`src/rtl/assert_macros.svh`:
```
// assertion macros for the rtl of the spotlight luminance block, used by the top level
// expects clk and rst_n in the scope of each use
`ifndef ASSERT_MACROS_SVH
`define ASSERT_MACROS_SVH

// consequent checked in the same cycle as the antecedent
`define RSL_ASSERT_SAME(lbl, ante, cons) \
  lbl: assert property (@(posedge clk) disable iff (!rst_n) (ante) |-> (cons)) \
    else $error("rsl same-cycle check failed");

// consequent checked in the cycle after the antecedent
`define RSL_ASSERT_NEXT(lbl, ante, cons) \
  lbl: assert property (@(posedge clk) disable iff (!rst_n) (ante) |=> (cons)) \
    else $error("rsl next-cycle check failed");

`endif

```
`src/rtl/rsl_pkg.sv`:
```
// shared types, constants and the square root step for the spotlight luminance block
// no dependencies
`default_nettype none

package rsl_pkg;

  // luminance and scale factor
  localparam int LUMA_W      = 17;
  localparam int FACT_W      = 16;
  localparam logic [FACT_W-1:0] DIST_CLAMP = 16'd40960;  // 160.0 in q8.8
  localparam logic [FACT_W-1:0] FULL_SCALE = 16'd51200;  // 200.0 in q8.8
  localparam int CLAMP_SQ    = 25600;                    // 160 squared

  // square root datapath
  localparam int RAD_LOW_W   = 15;   // sum bits that reach the root when not clamped
  localparam int RAD_FRAC    = 16;   // radicand is sum times 65536
  localparam int RAD_W       = 32;
  localparam int ROOT_W      = 16;
  localparam int REM_W       = 17;
  localparam int CUR_W       = 19;
  localparam int SQRT_STAGES = 4;
  localparam int SQRT_STEPS  = 4;    // result bits per stage

  // division by 51200 = 2^11 * 25, the 25 by reciprocal
  localparam int PROD_W      = LUMA_W + FACT_W;
  localparam int DIV_SHIFT   = 11;
  localparam int QX_W        = PROD_W - DIV_SHIFT;
  localparam int RECIP_W     = 23;
  localparam logic [RECIP_W-1:0] RECIP = 23'd5368710;  // ceil(2^27 / 25)
  localparam int RECIP_SHIFT = 27;
  localparam int RPROD_W     = QX_W + RECIP_W;

  // pipeline stage positions
  localparam int STG_ABS     = 0;
  localparam int STG_SQR     = 1;
  localparam int STG_SUM     = 2;
  localparam int STG_SQRT0   = 3;
  localparam int STG_MUL     = STG_SQRT0 + SQRT_STAGES;
  localparam int STG_RECIP   = STG_MUL + 1;
  localparam int STG_OUT     = STG_RECIP + 1;
  localparam int PIPE_DEPTH  = STG_OUT + 1;

  // configuration register indexes
  localparam int CFG_IDX_W   = 2;
  typedef enum logic [CFG_IDX_W-1:0] {
    REG_CENTER_COL = 2'd0,
    REG_CENTER_ROW = 2'd1
  } cfg_reg_t;

  typedef struct packed {
    logic [REM_W-1:0]  rem;
    logic [ROOT_W-1:0] root;
  } sqrt_acc_t;

  typedef struct packed {
    logic [LUMA_W-1:0] luma;
    logic              clamp;
  } side_t;

  // one restoring digit step: bring in two radicand bits, decide one root bit
  function automatic sqrt_acc_t sqrt_step(sqrt_acc_t a, logic [1:0] pair);
    sqrt_acc_t         r;
    logic [CUR_W-1:0]  cur;
    logic [CUR_W-1:0]  trial;
    cur   = {a.rem, pair};
    trial = {1'b0, a.root, 2'b01};
    if (cur >= trial) begin
      r.rem  = REM_W'(cur - trial);
      r.root = {a.root[ROOT_W-2:0], 1'b1};
    end else begin
      r.rem  = cur[REM_W-1:0];
      r.root = {a.root[ROOT_W-2:0], 1'b0};
    end
    return r;
  endfunction

endpackage

`default_nettype wire

```
`src/rtl/rsl_pix_if.sv`:
```
// pixel input channel: valid/ready with column, row and luminance
// depends on rsl_pkg
`default_nettype none

interface rsl_pix_if #(parameter int COORD_BITS = 12);
  logic                           valid;
  logic                           ready;
  logic [COORD_BITS-1:0]          pixel_col;
  logic [COORD_BITS-1:0]          pixel_row;
  logic [rsl_pkg::LUMA_W-1:0]     luma_in;

  modport source (output valid, output pixel_col, output pixel_row, output luma_in,
                  input ready);
  modport sink   (input valid, input pixel_col, input pixel_row, input luma_in,
                  output ready);
endinterface

`default_nettype wire

```
`src/rtl/rsl_luma_if.sv`:
```
// result channel: valid/ready with dimmed luminance
// depends on rsl_pkg
`default_nettype none

interface rsl_luma_if;
  logic                       valid;
  logic                       ready;
  logic [rsl_pkg::LUMA_W-1:0] luma_out;

  modport source (output valid, output luma_out, input ready);
  modport sink   (input valid, input luma_out, output ready);
endinterface

`default_nettype wire

```
`src/rtl/rsl_cfg_if.sv`:
```
// configuration write channel: valid/ready with register index and write data
// depends on rsl_pkg
`default_nettype none

interface rsl_cfg_if #(parameter int COORD_BITS = 12);
  logic                          valid;
  logic                          ready;
  logic [rsl_pkg::CFG_IDX_W-1:0] idx;
  logic [COORD_BITS:0]           wdata;

  modport source (output valid, output idx, output wdata, input ready);
  modport sink   (input valid, input idx, input wdata, output ready);
endinterface

`default_nettype wire

```
`src/rtl/rsl_dist.sv`:
```
// distance front end: absolute offsets, squares, sum with clamp test and radicand
// depends on rsl_pkg
`default_nettype none

module rsl_dist #(
  parameter int COORD_BITS = 12
) (
  input  wire logic                           clk,
  input  wire logic [2:0]                     en,
  input  wire logic [COORD_BITS-1:0]          pixel_col,
  input  wire logic [COORD_BITS-1:0]          pixel_row,
  input  wire logic [rsl_pkg::LUMA_W-1:0]     luma_in,
  input  wire logic signed [COORD_BITS:0]     center_col,
  input  wire logic signed [COORD_BITS:0]     center_row,
  output rsl_pkg::side_t                      side_r,
  output logic [rsl_pkg::RAD_W-1:0]           rad_r
);

  localparam int ABS_W  = COORD_BITS + 1;
  localparam int DIFF_W = COORD_BITS + 2;
  localparam int SQ_W   = 2 * ABS_W;
  localparam int SUM_W  = SQ_W + 1;
  localparam int SUM_CW = (SUM_W > rsl_pkg::RAD_LOW_W) ? SUM_W : rsl_pkg::RAD_LOW_W;

  logic signed [DIFF_W-1:0]    dx, dy;
  logic [DIFF_W-1:0]           ndx, ndy;
  logic [ABS_W-1:0]            adx_nxt, ady_nxt;
  logic [ABS_W-1:0]            adx_r, ady_r;
  logic [rsl_pkg::LUMA_W-1:0]  luma1_r, luma2_r;
  logic [SQ_W-1:0]             sqx_nxt, sqy_nxt;
  logic [SQ_W-1:0]             sqx_r, sqy_r;
  logic [SUM_CW-1:0]           sum;
  rsl_pkg::side_t              side_nxt;
  logic [rsl_pkg::RAD_W-1:0]   rad_nxt;

  // signed offsets to the center, then magnitude
  always_comb begin
    dx      = $signed({2'b00, pixel_col}) - $signed({center_col[COORD_BITS], center_col});
    dy      = $signed({2'b00, pixel_row}) - $signed({center_row[COORD_BITS], center_row});
    ndx     = -dx;
    ndy     = -dy;
    adx_nxt = dx[DIFF_W-1] ? ndx[ABS_W-1:0] : dx[ABS_W-1:0];
    ady_nxt = dy[DIFF_W-1] ? ndy[ABS_W-1:0] : dy[ABS_W-1:0];
  end

  always_comb begin
    sqx_nxt = SQ_W'(adx_r) * SQ_W'(adx_r);
    sqy_nxt = SQ_W'(ady_r) * SQ_W'(ady_r);
  end

  always_comb begin
    sum            = SUM_CW'(sqx_r) + SUM_CW'(sqy_r);
    side_nxt.luma  = luma2_r;
    side_nxt.clamp = (sum >= SUM_CW'(rsl_pkg::CLAMP_SQ));
    rad_nxt        = {1'b0, sum[rsl_pkg::RAD_LOW_W-1:0], {rsl_pkg::RAD_FRAC{1'b0}}};
  end

  always_ff @(posedge clk) begin
    if (en[0]) begin
      adx_r   <= adx_nxt;
      ady_r   <= ady_nxt;
      luma1_r <= luma_in;
    end
    if (en[1]) begin
      sqx_r   <= sqx_nxt;
      sqy_r   <= sqy_nxt;
      luma2_r <= luma1_r;
    end
    if (en[2]) begin
      side_r  <= side_nxt;
      rad_r   <= rad_nxt;
    end
  end

endmodule

`default_nettype wire

```
`src/rtl/rsl_sqrt_stage.sv`:
```
// one square root pipeline stage: four digit steps of the restoring root
// depends on rsl_pkg
`default_nettype none

module rsl_sqrt_stage (
  input  wire logic                       clk,
  input  wire logic                       en,
  input  wire rsl_pkg::sqrt_acc_t         acc_i,
  input  wire logic [rsl_pkg::RAD_W-1:0]  rad_i,
  input  wire rsl_pkg::side_t             side_i,
  output rsl_pkg::sqrt_acc_t              acc_r,
  output logic [rsl_pkg::RAD_W-1:0]       rad_r,
  output rsl_pkg::side_t                  side_r
);

  rsl_pkg::sqrt_acc_t         acc_nxt;
  logic [rsl_pkg::RAD_W-1:0]  rad_nxt;

  // radicand shifts left two bits per step, top pair feeds the step
  always_comb begin
    acc_nxt = acc_i;
    rad_nxt = rad_i;
    for (int k = 0; k < rsl_pkg::SQRT_STEPS; k++) begin
      acc_nxt = rsl_pkg::sqrt_step(acc_nxt, rad_nxt[rsl_pkg::RAD_W-1 -: 2]);
      rad_nxt = {rad_nxt[rsl_pkg::RAD_W-3:0], 2'b00};
    end
  end

  always_ff @(posedge clk) begin
    if (en) begin
      acc_r  <= acc_nxt;
      rad_r  <= rad_nxt;
      side_r <= side_i;
    end
  end

endmodule

`default_nettype wire

```
`src/rtl/rsl_scale.sv`:
```
// back end: scale factor, luminance product, division by 51200, output register
// depends on rsl_pkg
`default_nettype none

module rsl_scale (
  input  wire logic                        clk,
  input  wire logic [2:0]                  en,
  input  wire logic [rsl_pkg::ROOT_W-1:0]  root,
  input  wire rsl_pkg::side_t              side_i,
  output logic [rsl_pkg::LUMA_W-1:0]       luma_out_r
);

  logic [rsl_pkg::FACT_W-1:0]  dq;
  logic [rsl_pkg::FACT_W-1:0]  factor;
  logic [rsl_pkg::PROD_W-1:0]  prod_nxt, prod_r;
  logic [rsl_pkg::QX_W-1:0]    qx;
  logic [rsl_pkg::RPROD_W-1:0] rprod_nxt, rprod_r;

  always_comb begin
    dq       = side_i.clamp ? rsl_pkg::DIST_CLAMP : root;
    factor   = rsl_pkg::FULL_SCALE - dq;
    prod_nxt = rsl_pkg::PROD_W'(side_i.luma) * rsl_pkg::PROD_W'(factor);
  end

  // floor(p / 51200) = floor(floor(p / 2048) / 25), the last by reciprocal
  always_comb begin
    qx        = prod_r[rsl_pkg::PROD_W-1:rsl_pkg::DIV_SHIFT];
    rprod_nxt = rsl_pkg::RPROD_W'(qx) * rsl_pkg::RPROD_W'(rsl_pkg::RECIP);
  end

  always_ff @(posedge clk) begin
    if (en[0]) begin
      prod_r <= prod_nxt;
    end
    if (en[1]) begin
      rprod_r <= rprod_nxt;
    end
    if (en[2]) begin
      luma_out_r <= rprod_r[rsl_pkg::RECIP_SHIFT +: rsl_pkg::LUMA_W];
    end
  end

endmodule

`default_nettype wire

```
`src/rtl/radial_spotlight_luminance_unit.sv`:
```
// radial spotlight luminance unit, top level
// depends on rsl_pkg, the channel interfaces, rsl_dist, rsl_sqrt_stage, rsl_scale
//
// usage
// - in_pix (sink): one transaction per pixel with pixel_col, pixel_row and luma_in
//   (q1.16, 65536 = 1.0); out_luma (source): one luma_out transaction per pixel,
//   in the same order
// - cfg_wr (sink): idx 0 writes center_col, idx 1 writes center_row, both signed;
//   other indexes are dropped; ready is always high; write only while idle
// - pipeline: ten register stages (3 distance, 4 root, product, reciprocal, output);
//   each accepted pixel passes through them in that order to luma_out
// - throughput: one pixel per clock unless stalled; the square root is split over
//   four stages of four result bits each, so every stage holds a different pixel
// - stalls: each stage holds while its successor is full and blocked; bubbles
//   close up, so in_pix.ready stays high while any stage has room, even when
//   a finished result waits on out_luma.ready
// - reset (rst_n low, synchronous): all stage valid bits clear and both center
//   registers return to zero; the pipeline is empty and ready afterwards
`default_nettype none

`include "assert_macros.svh"

module radial_spotlight_luminance_unit #(
  parameter int COORD_BITS = 12
) (
  input  wire logic       clk,
  input  wire logic       rst_n,
  rsl_pix_if.sink         in_pix,
  rsl_luma_if.source      out_luma,
  rsl_cfg_if.sink         cfg_wr
);

  localparam int NST = rsl_pkg::PIPE_DEPTH;

  // center registers
  logic signed [COORD_BITS:0]  center_col_r, center_col_nxt;
  logic signed [COORD_BITS:0]  center_row_r, center_row_nxt;

  // stage valid bits and advance enables
  logic [NST-1:0]              v_r, v_nxt;
  logic [NST-1:0]              en;

  // datapath between the parts
  rsl_pkg::side_t              dist_side;
  logic [rsl_pkg::RAD_W-1:0]   dist_rad;
  rsl_pkg::sqrt_acc_t          sq_acc  [rsl_pkg::SQRT_STAGES+1];
  logic [rsl_pkg::RAD_W-1:0]   sq_rad  [rsl_pkg::SQRT_STAGES+1];
  rsl_pkg::side_t              sq_side [rsl_pkg::SQRT_STAGES+1];
  logic [rsl_pkg::LUMA_W-1:0]  luma_out_r;

  // configuration writes; unknown indexes leave both registers alone
  assign cfg_wr.ready = 1'b1;

  always_comb begin
    center_col_nxt = center_col_r;
    center_row_nxt = center_row_r;
    if (cfg_wr.valid && (cfg_wr.idx == rsl_pkg::REG_CENTER_COL)) begin
      center_col_nxt = cfg_wr.wdata;
    end else if (cfg_wr.valid && (cfg_wr.idx == rsl_pkg::REG_CENTER_ROW)) begin
      center_row_nxt = cfg_wr.wdata;
    end
  end

  always_ff @(posedge clk) begin
    if (!rst_n) begin
      center_col_r <= '0;
      center_row_r <= '0;
    end else begin
      center_col_r <= center_col_nxt;
      center_row_r <= center_row_nxt;
    end
  end

  // a stage may load when it is empty or its content moves on this cycle
  always_comb begin
    en[NST-1] = !v_r[NST-1] || out_luma.ready;
    for (int i = NST-2; i >= 0; i--) begin
      en[i] = !v_r[i] || en[i+1];
    end
  end

  always_comb begin
    v_nxt[0] = en[0] ? in_pix.valid : v_r[0];
    for (int i = 1; i < NST; i++) begin
      v_nxt[i] = en[i] ? v_r[i-1] : v_r[i];
    end
  end

  always_ff @(posedge clk) begin
    if (!rst_n) begin
      v_r <= '0;
    end else begin
      v_r <= v_nxt;
    end
  end

  assign in_pix.ready = en[0];

  // offsets, squares, sum and clamp test
  rsl_dist #(.COORD_BITS(COORD_BITS)) u_dist (
    .clk        (clk),
    .en         (en[rsl_pkg::STG_SUM:rsl_pkg::STG_ABS]),
    .pixel_col  (in_pix.pixel_col),
    .pixel_row  (in_pix.pixel_row),
    .luma_in    (in_pix.luma_in),
    .center_col (center_col_r),
    .center_row (center_row_r),
    .side_r     (dist_side),
    .rad_r      (dist_rad)
  );

  // pipelined square root, four result bits per stage
  assign sq_acc[0]  = '0;
  assign sq_rad[0]  = dist_rad;
  assign sq_side[0] = dist_side;

  for (genvar s = 0; s < rsl_pkg::SQRT_STAGES; s++) begin : g_sqrt
    rsl_sqrt_stage u_sqrt (
      .clk    (clk),
      .en     (en[rsl_pkg::STG_SQRT0 + s]),
      .acc_i  (sq_acc[s]),
      .rad_i  (sq_rad[s]),
      .side_i (sq_side[s]),
      .acc_r  (sq_acc[s+1]),
      .rad_r  (sq_rad[s+1]),
      .side_r (sq_side[s+1])
    );
  end

  // scale factor, product and division by 51200
  rsl_scale u_scale (
    .clk        (clk),
    .en         (en[rsl_pkg::STG_OUT:rsl_pkg::STG_MUL]),
    .root       (sq_acc[rsl_pkg::SQRT_STAGES].root),
    .side_i     (sq_side[rsl_pkg::SQRT_STAGES]),
    .luma_out_r (luma_out_r)
  );

  assign out_luma.valid    = v_r[NST-1];
  assign out_luma.luma_out = luma_out_r;

  // with nothing waiting at the output, every stage can move
  `RSL_ASSERT_SAME(a_ready_when_out_empty, !out_luma.valid, in_pix.ready)
  // an accepted transaction lands in the first stage
  `RSL_ASSERT_NEXT(a_accept_fills_first, in_pix.valid && in_pix.ready, v_r[0])
  // a blocked first stage keeps its transaction
  `RSL_ASSERT_NEXT(a_blocked_stage_kept, v_r[0] && !en[1], v_r[0])
  // a column write lands in the center register
  `RSL_ASSERT_NEXT(a_cfg_col_written, cfg_wr.valid && (cfg_wr.idx == rsl_pkg::REG_CENTER_COL), center_col_r == $past(cfg_wr.wdata))

endmodule

`default_nettype wire
```
`src/flat_wrapper.sv`:
```
// flat-port wrapper written by rule: the top's interface ports become plain ports
module radial_spotlight_luminance_unit_flat 
#(
  parameter int COORD_BITS = 12
)
  (clk, rst_n, in_pix_valid, in_pix_pixel_col, in_pix_pixel_row, in_pix_luma_in, in_pix_ready, out_luma_valid, out_luma_luma_out, out_luma_ready, cfg_wr_valid, cfg_wr_idx, cfg_wr_wdata, cfg_wr_ready);
  rsl_pix_if #(.COORD_BITS(COORD_BITS)) in_pix_i ();
  rsl_luma_if out_luma_i ();
  rsl_cfg_if #(.COORD_BITS(COORD_BITS)) cfg_wr_i ();
  input  wire logic clk;
  input  wire logic rst_n;
  input wire logic [$bits(in_pix_i.valid)-1:0] in_pix_valid;
  input wire logic [$bits(in_pix_i.pixel_col)-1:0] in_pix_pixel_col;
  input wire logic [$bits(in_pix_i.pixel_row)-1:0] in_pix_pixel_row;
  input wire logic [$bits(in_pix_i.luma_in)-1:0] in_pix_luma_in;
  output wire logic [$bits(in_pix_i.ready)-1:0] in_pix_ready;
  output wire logic [$bits(out_luma_i.valid)-1:0] out_luma_valid;
  output wire logic [$bits(out_luma_i.luma_out)-1:0] out_luma_luma_out;
  input wire logic [$bits(out_luma_i.ready)-1:0] out_luma_ready;
  input wire logic [$bits(cfg_wr_i.valid)-1:0] cfg_wr_valid;
  input wire logic [$bits(cfg_wr_i.idx)-1:0] cfg_wr_idx;
  input wire logic [$bits(cfg_wr_i.wdata)-1:0] cfg_wr_wdata;
  output wire logic [$bits(cfg_wr_i.ready)-1:0] cfg_wr_ready;
  assign in_pix_i.valid = in_pix_valid;
  assign in_pix_i.pixel_col = in_pix_pixel_col;
  assign in_pix_i.pixel_row = in_pix_pixel_row;
  assign in_pix_i.luma_in = in_pix_luma_in;
  assign in_pix_ready = in_pix_i.ready;
  assign out_luma_valid = out_luma_i.valid;
  assign out_luma_luma_out = out_luma_i.luma_out;
  assign out_luma_i.ready = out_luma_ready;
  assign cfg_wr_i.valid = cfg_wr_valid;
  assign cfg_wr_i.idx = cfg_wr_idx;
  assign cfg_wr_i.wdata = cfg_wr_wdata;
  assign cfg_wr_ready = cfg_wr_i.ready;
  radial_spotlight_luminance_unit #(.COORD_BITS(COORD_BITS)) u_core (.clk(clk), .rst_n(rst_n), .in_pix(in_pix_i), .out_luma(out_luma_i), .cfg_wr(cfg_wr_i));
endmodule
```
`config.mk`:
```
export PLATFORM = sky130hd
export DESIGN_NAME = radial_spotlight_luminance_unit_flat
export DESIGN_NICKNAME = d
export VERILOG_FILES = /design/src/rtl/rsl_pkg.sv /design/src/rtl/rsl_pix_if.sv /design/src/rtl/rsl_luma_if.sv /design/src/rtl/rsl_cfg_if.sv /design/src/rtl/rsl_dist.sv /design/src/rtl/rsl_sqrt_stage.sv /design/src/rtl/rsl_scale.sv /design/src/rtl/radial_spotlight_luminance_unit.sv /design/src/flat_wrapper.sv
export VERILOG_INCLUDE_DIRS = /design/src /design/src/rtl
export SDC_FILE = /design/constraint.sdc
export NUM_CORES = 2
export LEC_CHECK = 0
export CAP_MARGIN = 30
export CORE_MARGIN = 2
export CORE_UTILIZATION = 40
export CTS_CLUSTER_DIAMETER = 150
export DETAILED_ROUTE_END_ITERATION = 7
export DONT_BUFFER_PORTS = 1
export PLACE_DENSITY_LB_ADDON = 0.08
export SLEW_MARGIN = 25
export SYNTH_ARGS = -nofsm -noshare
export SYNTH_HDL_FRONTEND = slang
export SYNTH_SLANG_ARGS = --single-unit
export TNS_END_PERCENT = 1
```
`constraint.sdc`:
```
create_clock -name clk -period 18.3 [get_ports clk]
set_input_delay 0.915 -clock clk [delete_from_list [all_inputs] [get_ports clk]]
set_output_delay 0.915 -clock clk [all_outputs]
set_load 0.02 [all_outputs]
```
# Yosys cells after proc, flatten, opt, wreduce, memory -nomap -nowiden
# Index checks and enable logic that the tools add are counted.
# W data, S select, Z words.
[word_totals]
reg_bits = 469
latchBits = 0
ramBits = 0
romBits = 0
input_bits = 61
out_inout_bits = 20
wordCells = 128
n_memories = 0
[op_classes]
addsub = 21
mul = 4
div_mod_pow = 0
n_lt_le_gt_ge = 17
eq_ne = 1
n_shift = 0
n_mux = 19
n_bitwise = 1
n_reduce_logical = 24
[ops]
columns = ["operator", "count"]
rows = [
  ["$mux W33", 15],
  ["$ge A19 B18 Y1", 15],
  ["$sub A17 B17 Y17", 14],
  ["$mul A13 B13 Y26", 2],
  ["$mul A22 B22 Y43 const B", 1],
  ["$mul A17 B16 Y33", 1],
  ["$sub A13 B13 Y14", 2],
  ["$add A26 B26 Y27", 1],
  ["$ge A27 B15 Y1 const B", 1],
  ["$mux W13", 2],
  ["$neg A13 Y13", 2],
  ["$mux W16", 1],
  ["$sub A16 B16 Y16 const A", 1],
  ["$logic_not A1 Y1", 10],
  ["$logic_or A1 B1 Y1", 10],
  ["$eq A2 B1 Y1 const B", 1],
  ["$logic_and A1 B1 Y1", 2],
  ["$logic_not A2 Y1", 1],
  ["$reduce_and A2 Y1", 1],
  ["$sub A1 B1 Y2 const B", 1],
  ["$ge A1 B1 Y1 const B", 1],
  ["$mux W1", 1],
  ["$not A1 Y1", 1],
]

# Logic depth before layout (Yosys ltp)
[logic_depth]
ltp_word = 11
ltp_mapped = 48
ltp_nobuf = 45

# By module
# Synthesis repeated with hierarchy kept, for this count alone.
[hier_totals]
hier_cells = 6720
area_unflattened_um2 = 64296.7
[by_module_without_submodules]
columns = ["mod", "instances", "cells_each", "area_per_inst_um2"]
rows = [
  ["rsl_scale", 1, 1830, 18646.6],
  ["rsl_dist", 1, 1673, 16636.0],
  ["rsl_sqrt_stage (u_core.g_sqrt[1].u_sqrt ...)", 2, 778, 6941.7],
  ["rsl_sqrt_stage (u_core.g_sqrt[0].u_sqrt)", 1, 730, 6865.3],
  ["rsl_sqrt_stage (u_core.g_sqrt[3].u_sqrt)", 1, 765, 6851.6],
  ["radial_spotlight_luminance_unit", 1, 166, 1413.9],
]

# Least setup slack after synthesis
# Ideal clock, no wire load.
[synth_path]
kind = "register -> register"
startpoint = "reg u_core.g_sqrt[2].u_sqrt.acc_r[1] (netlist name)"
endpoint = "reg u_core.g_sqrt[3].u_sqrt.acc_r[0] (netlist name) (data pin)"
setup_ns = 0.254
arrival_ns = 9.136
setup_slack_ns = 8.911
stages_incl_launch_ff = 48
path_buffers = 4
path_cell_list = "edfxtp_1 inv_1 ha_1 a21o_1 a21oi_1 o21ai_0 a21oi_1 and3b_1 o41ai_1 nand2_1 inv_1 clkbuf_1 nand2_1 o21ai_0 ha_1 a21o_1 a21oi_1 o21bai_1 [... 12 more ...] o21ai_0 nor3_1 o31ai_1 nand2_1 a21oi_1 clkbuf_1 mux2_2 ha_1 a21o_1 a21o_1 a21oi_1 and3b_1 nand2_1 o21ai_0 o2bb2ai_1 and4b_1 o21ai_0 a21o_1"
[synth_lines]
columns = ["element", "line_no", "text"]
rows = [
  ["from (decl)", "rsl_sqrt_stage.sv:11", "output rsl_pkg::sqrt_acc_t acc_r,"],
  ["from (signal assigned)", "rsl_sqrt_stage.sv:31", "acc_r <= acc_nxt;"],
  ["to (signal assigned)", "rsl_sqrt_stage.sv:31", ""],
  ["to (decl)", "rsl_sqrt_stage.sv:11", ""],
]

==> results.yml <==
run_status:
  run_status: "finished clean"
setup_path:
  r2r.worst_path.cells: 38
  timing.rr.end: "u_core.g_sqrt[1].u_sqrt.acc_r[32]"
  crit_type: "reg2reg"
  critPathLaunch: "u_core.g_sqrt[0].u_sqrt.acc_r[1]"
  endpoint_kind: "register"
  cp-start-kind: "register"
  endpoint: "u_core.g_sqrt[1].u_sqrt.acc_r[32]"
  cp_common_cell: "ha_1"
  max_stage_delay_ns: 0.68
  r2r_slack_ns: 6.99
  critPathRequiredTime_ns: 18.63
  rr_startpoint: "u_core.g_sqrt[0].u_sqrt.acc_r[1]"
  crit_fanout: 15
  cp.arrival_ns: 11.64
  slowest_stage: "o311ai_0"
grt:
  grt_pass1_vias: 33700
  grt-ovfl-total: 0
  grt_util_all_layers_pct: 18.0
  grt_pass1_wl_mm: 180
  antenna_found_initial: 2
  grt_max_degree: 47
logic_synthesis:
  synth.top_cell.area_share_pct: 24.1
  synthTopCellsByArea: "fa_1 24%, edfxtp_1 23%, ha_1 17%"
  syn_inst: 4760
  synth-seq-cells: 405
  async_reset_ff_share_pct: 0
  synth_cell_types: 104
  syn_area_um2: 48500
  synth_enable_flop_cells: 369
  yosys.area.top_type: "fa_1"
  synth_nets: 6056
  ys_warn_count: 0
  syn_area_per_cell_um2: 10.2
  synthFlopType: "edfxtp_1"
  ys_seq_area_share_pct: 24.3
timing:
  tightestPinTransition_ns: 0.910
  setup_ws_ns: 6.99
  slew_viol_final: 0
  skew_ns: 0.0184
  max_freq_ghz: 0.0884
  setup-violations-final: 0
  finalSetupTns_ns: 0
  fin_crit_ns: 11.31
  slew_headroom_pct: 39.1
  rsz0062_at_grt: "false"
  fin_crit_sh_pct: 61.8
  hold_violations: 0
drt:
  via_per_inst: 4.98
  wl_per_cell_um: 17.0
  totalWireLength_mm: 109
  dr.pass1.iters: 7
  drc: 0
  drtIter0Drc: 1397
  drtAntennaViolNets: 0
  route.vias.total: 31800
clock_network:
  cts_resized: 0
  cts.htree.levels: 2
  cts.sinks: 405
  clk_latency_ns: 0.61
  clkSlewWorstSetupHoldPaths_ns: 0.06
  cts_setup_buffers: 0
  clockBufferDepth: 3
  cts_tree: "done"
  numCtsBuffers: 48
  root_buffer: "clkbuf_16"
  hold_buffers: 0
cells_and_area:
  final_common_cell: "inv_1"
  syn_to_final_growth_pct: 7.06
  layout-drive-gt1-share_pct: 4.07
  final_nets: 6026
  layout_common_cells: "814 x inv_1, 652 x ha_1, 583 x fa_1"
  fill_cells: 11700
floorplanning:
  core_um2: 120000
  start_util_pct: 40.4
  die_h_um: 352
  pin_count: 81
  die-area_um2: 124000
  num_rows: 127
  die_x_um: 352
placement:
  io_buffer_count: 0
  dp_hpwl_mm: 88.9
  dp_slack_ns: 7.06
  gp_congestion: 0.838
run:
  drv_cap: 0
worst_hold_path:
  min_path_type: "in2reg"
[metrics by stage]
stage / util (%) / hold WS (ns) / std cells / cell area [um2]
6_report: 43.2 / 0.405 / 6379 / 51900
3_5_place_dp: 41.9 / 0.405 / 6290 / 50300
3_3_place_gp: 41.9 / 0.401 / 6289 / 50300
5_1_grt: 43.2 / 0.359 / 6378 / 51900
2_1_floorplan: - / 0.400 / 4760 / 48500
4_1_cts: 43.2 / 0.348 / 6376 / 51900
[state kept, by name, indices dropped and copies added (netlist names), 18 cells and up]
name and cells:
u_core.g_sqrt.u_sqrt.acc_r 90, u_core.g_sqrt.u_sqrt.side_r 72, u_core.u_dist.sqx_r 25, u_core.u_dist.sqy_r 25, u_core.u_scale.prod_r 22, u_core.u_dist.side_r 18
[cells by family (layout without fill, tap and decap cells)]
| group | Yosys count | count (layout) | share of synthesized area (%) |
|---|---|---|---|
| fa+ha+maj | 1235 | 1235 | 40.9 |
| simple gates | 1211 | 1211 | 12.4 |
| buf+inv | 931 | 937 | 7.25 |
| compound gates | 653 | 653 | 9.03 |
| flops | 405 | 405 | 24.3 |
| xor+xnor | 268 | 268 | 4.87 |
| mux | 55 | 55 | 1.24 |
| other cells | 2 | 3 | 0.0155 |
[cells in the mapped netlist, types with 12 or more instances]
| cell | count |
|---|---|
| nor3_1 | 82 |
| fa_1 | 583 |
| inv_1 | 816 |
| o21ai_0 | 118 |
| edfxtp_1 | 369 |
| mux2i_1 | 14 |
| nand2b_1 | 20 |
| o21a_1 | 33 |
| mux2_2 | 29 |
| a21boi_0 | 35 |
| dfxtp_1 | 36 |
| xnor2_1 | 190 |
| or2_2 | 19 |
| a211oi_1 | 25 |
| o21bai_1 | 47 |
| nand3_1 | 53 |
| mux2_1 | 12 |
| xor2_1 | 76 |
| a21o_1 | 55 |
| a21oi_1 | 182 |
| nor4_1 | 14 |
| and2_1 | 220 |
| or4_1 | 13 |
| a31oi_1 | 15 |
| nor2_1 | 204 |
| and3_1 | 27 |
| o31ai_1 | 15 |
| or3_1 | 20 |
| nor2b_1 | 41 |
| ha_1 | 652 |
| clkbuf_1 | 98 |
| nand2_1 | 430 |
| nand4_1 | 17 |
[cell type report]
type,count,area (um2),area share [%]
Tap cell,1612,2020,3.88
Timing Repair Buffer,31,262,0.504
Multi-Input combinational cell,3424,33200,64.0
Clock inverter,26,280,0.540
Antenna cell,1,2.50,0.00482
Clock buffer,60,1250,2.40
Inverter,820,3080,5.93
Sequential cell,405,11800,22.7
[worst min path at each step]
stage          depth (start not counted)  slack (ns)                                 to                              start
6_report                               0        0.41          u_core.u_dist.luma1_r[16]                 in_pix_luma_in[16]
2_1_floorplan                          0        0.40  u_core.g_sqrt[0].u_sqrt.rad_r[24]            u_core.u_dist.rad_r[16]
3_3_place_gp                           0        0.40  u_core.g_sqrt[3].u_sqrt.side_r[4]  u_core.g_sqrt[2].u_sqrt.side_r[4]
3_5_place_dp                           0        0.40  u_core.g_sqrt[0].u_sqrt.rad_r[25]            u_core.u_dist.rad_r[17]
4_1_cts                                0        0.35          u_core.u_dist.luma1_r[15]                 in_pix_luma_in[15]
5_1_grt                                0        0.36          u_core.u_dist.luma1_r[16]                 in_pix_luma_in[16]
[layer usage]
layer	track usage, %	vias up	part of all wire [%]
met5	0	-	0.028
met4	3.81	4	2.1
met3	2.10	110	2.8
met2	31.6	349	50
met1	23.8	15500	45
li1	-	15700	-
[critical path, delay by kind of cell (launching register included)]
kind | cells | cell delay [ns]
xor gates and xnor gates | 2 | 0.23
AOI/OAI and AO/OA | 7 | 2.49
muxes | 3 | 0.84
DFF | 1 | 0.38
buffers and inverters | 4 | 0.76
adders and majority gates | 4 | 1.42
and+or+nand+nor | 18 | 4.87
Power is not shown: default switching activity piles up to over one toggle a cycle in this logic, so the estimate is an artifact.
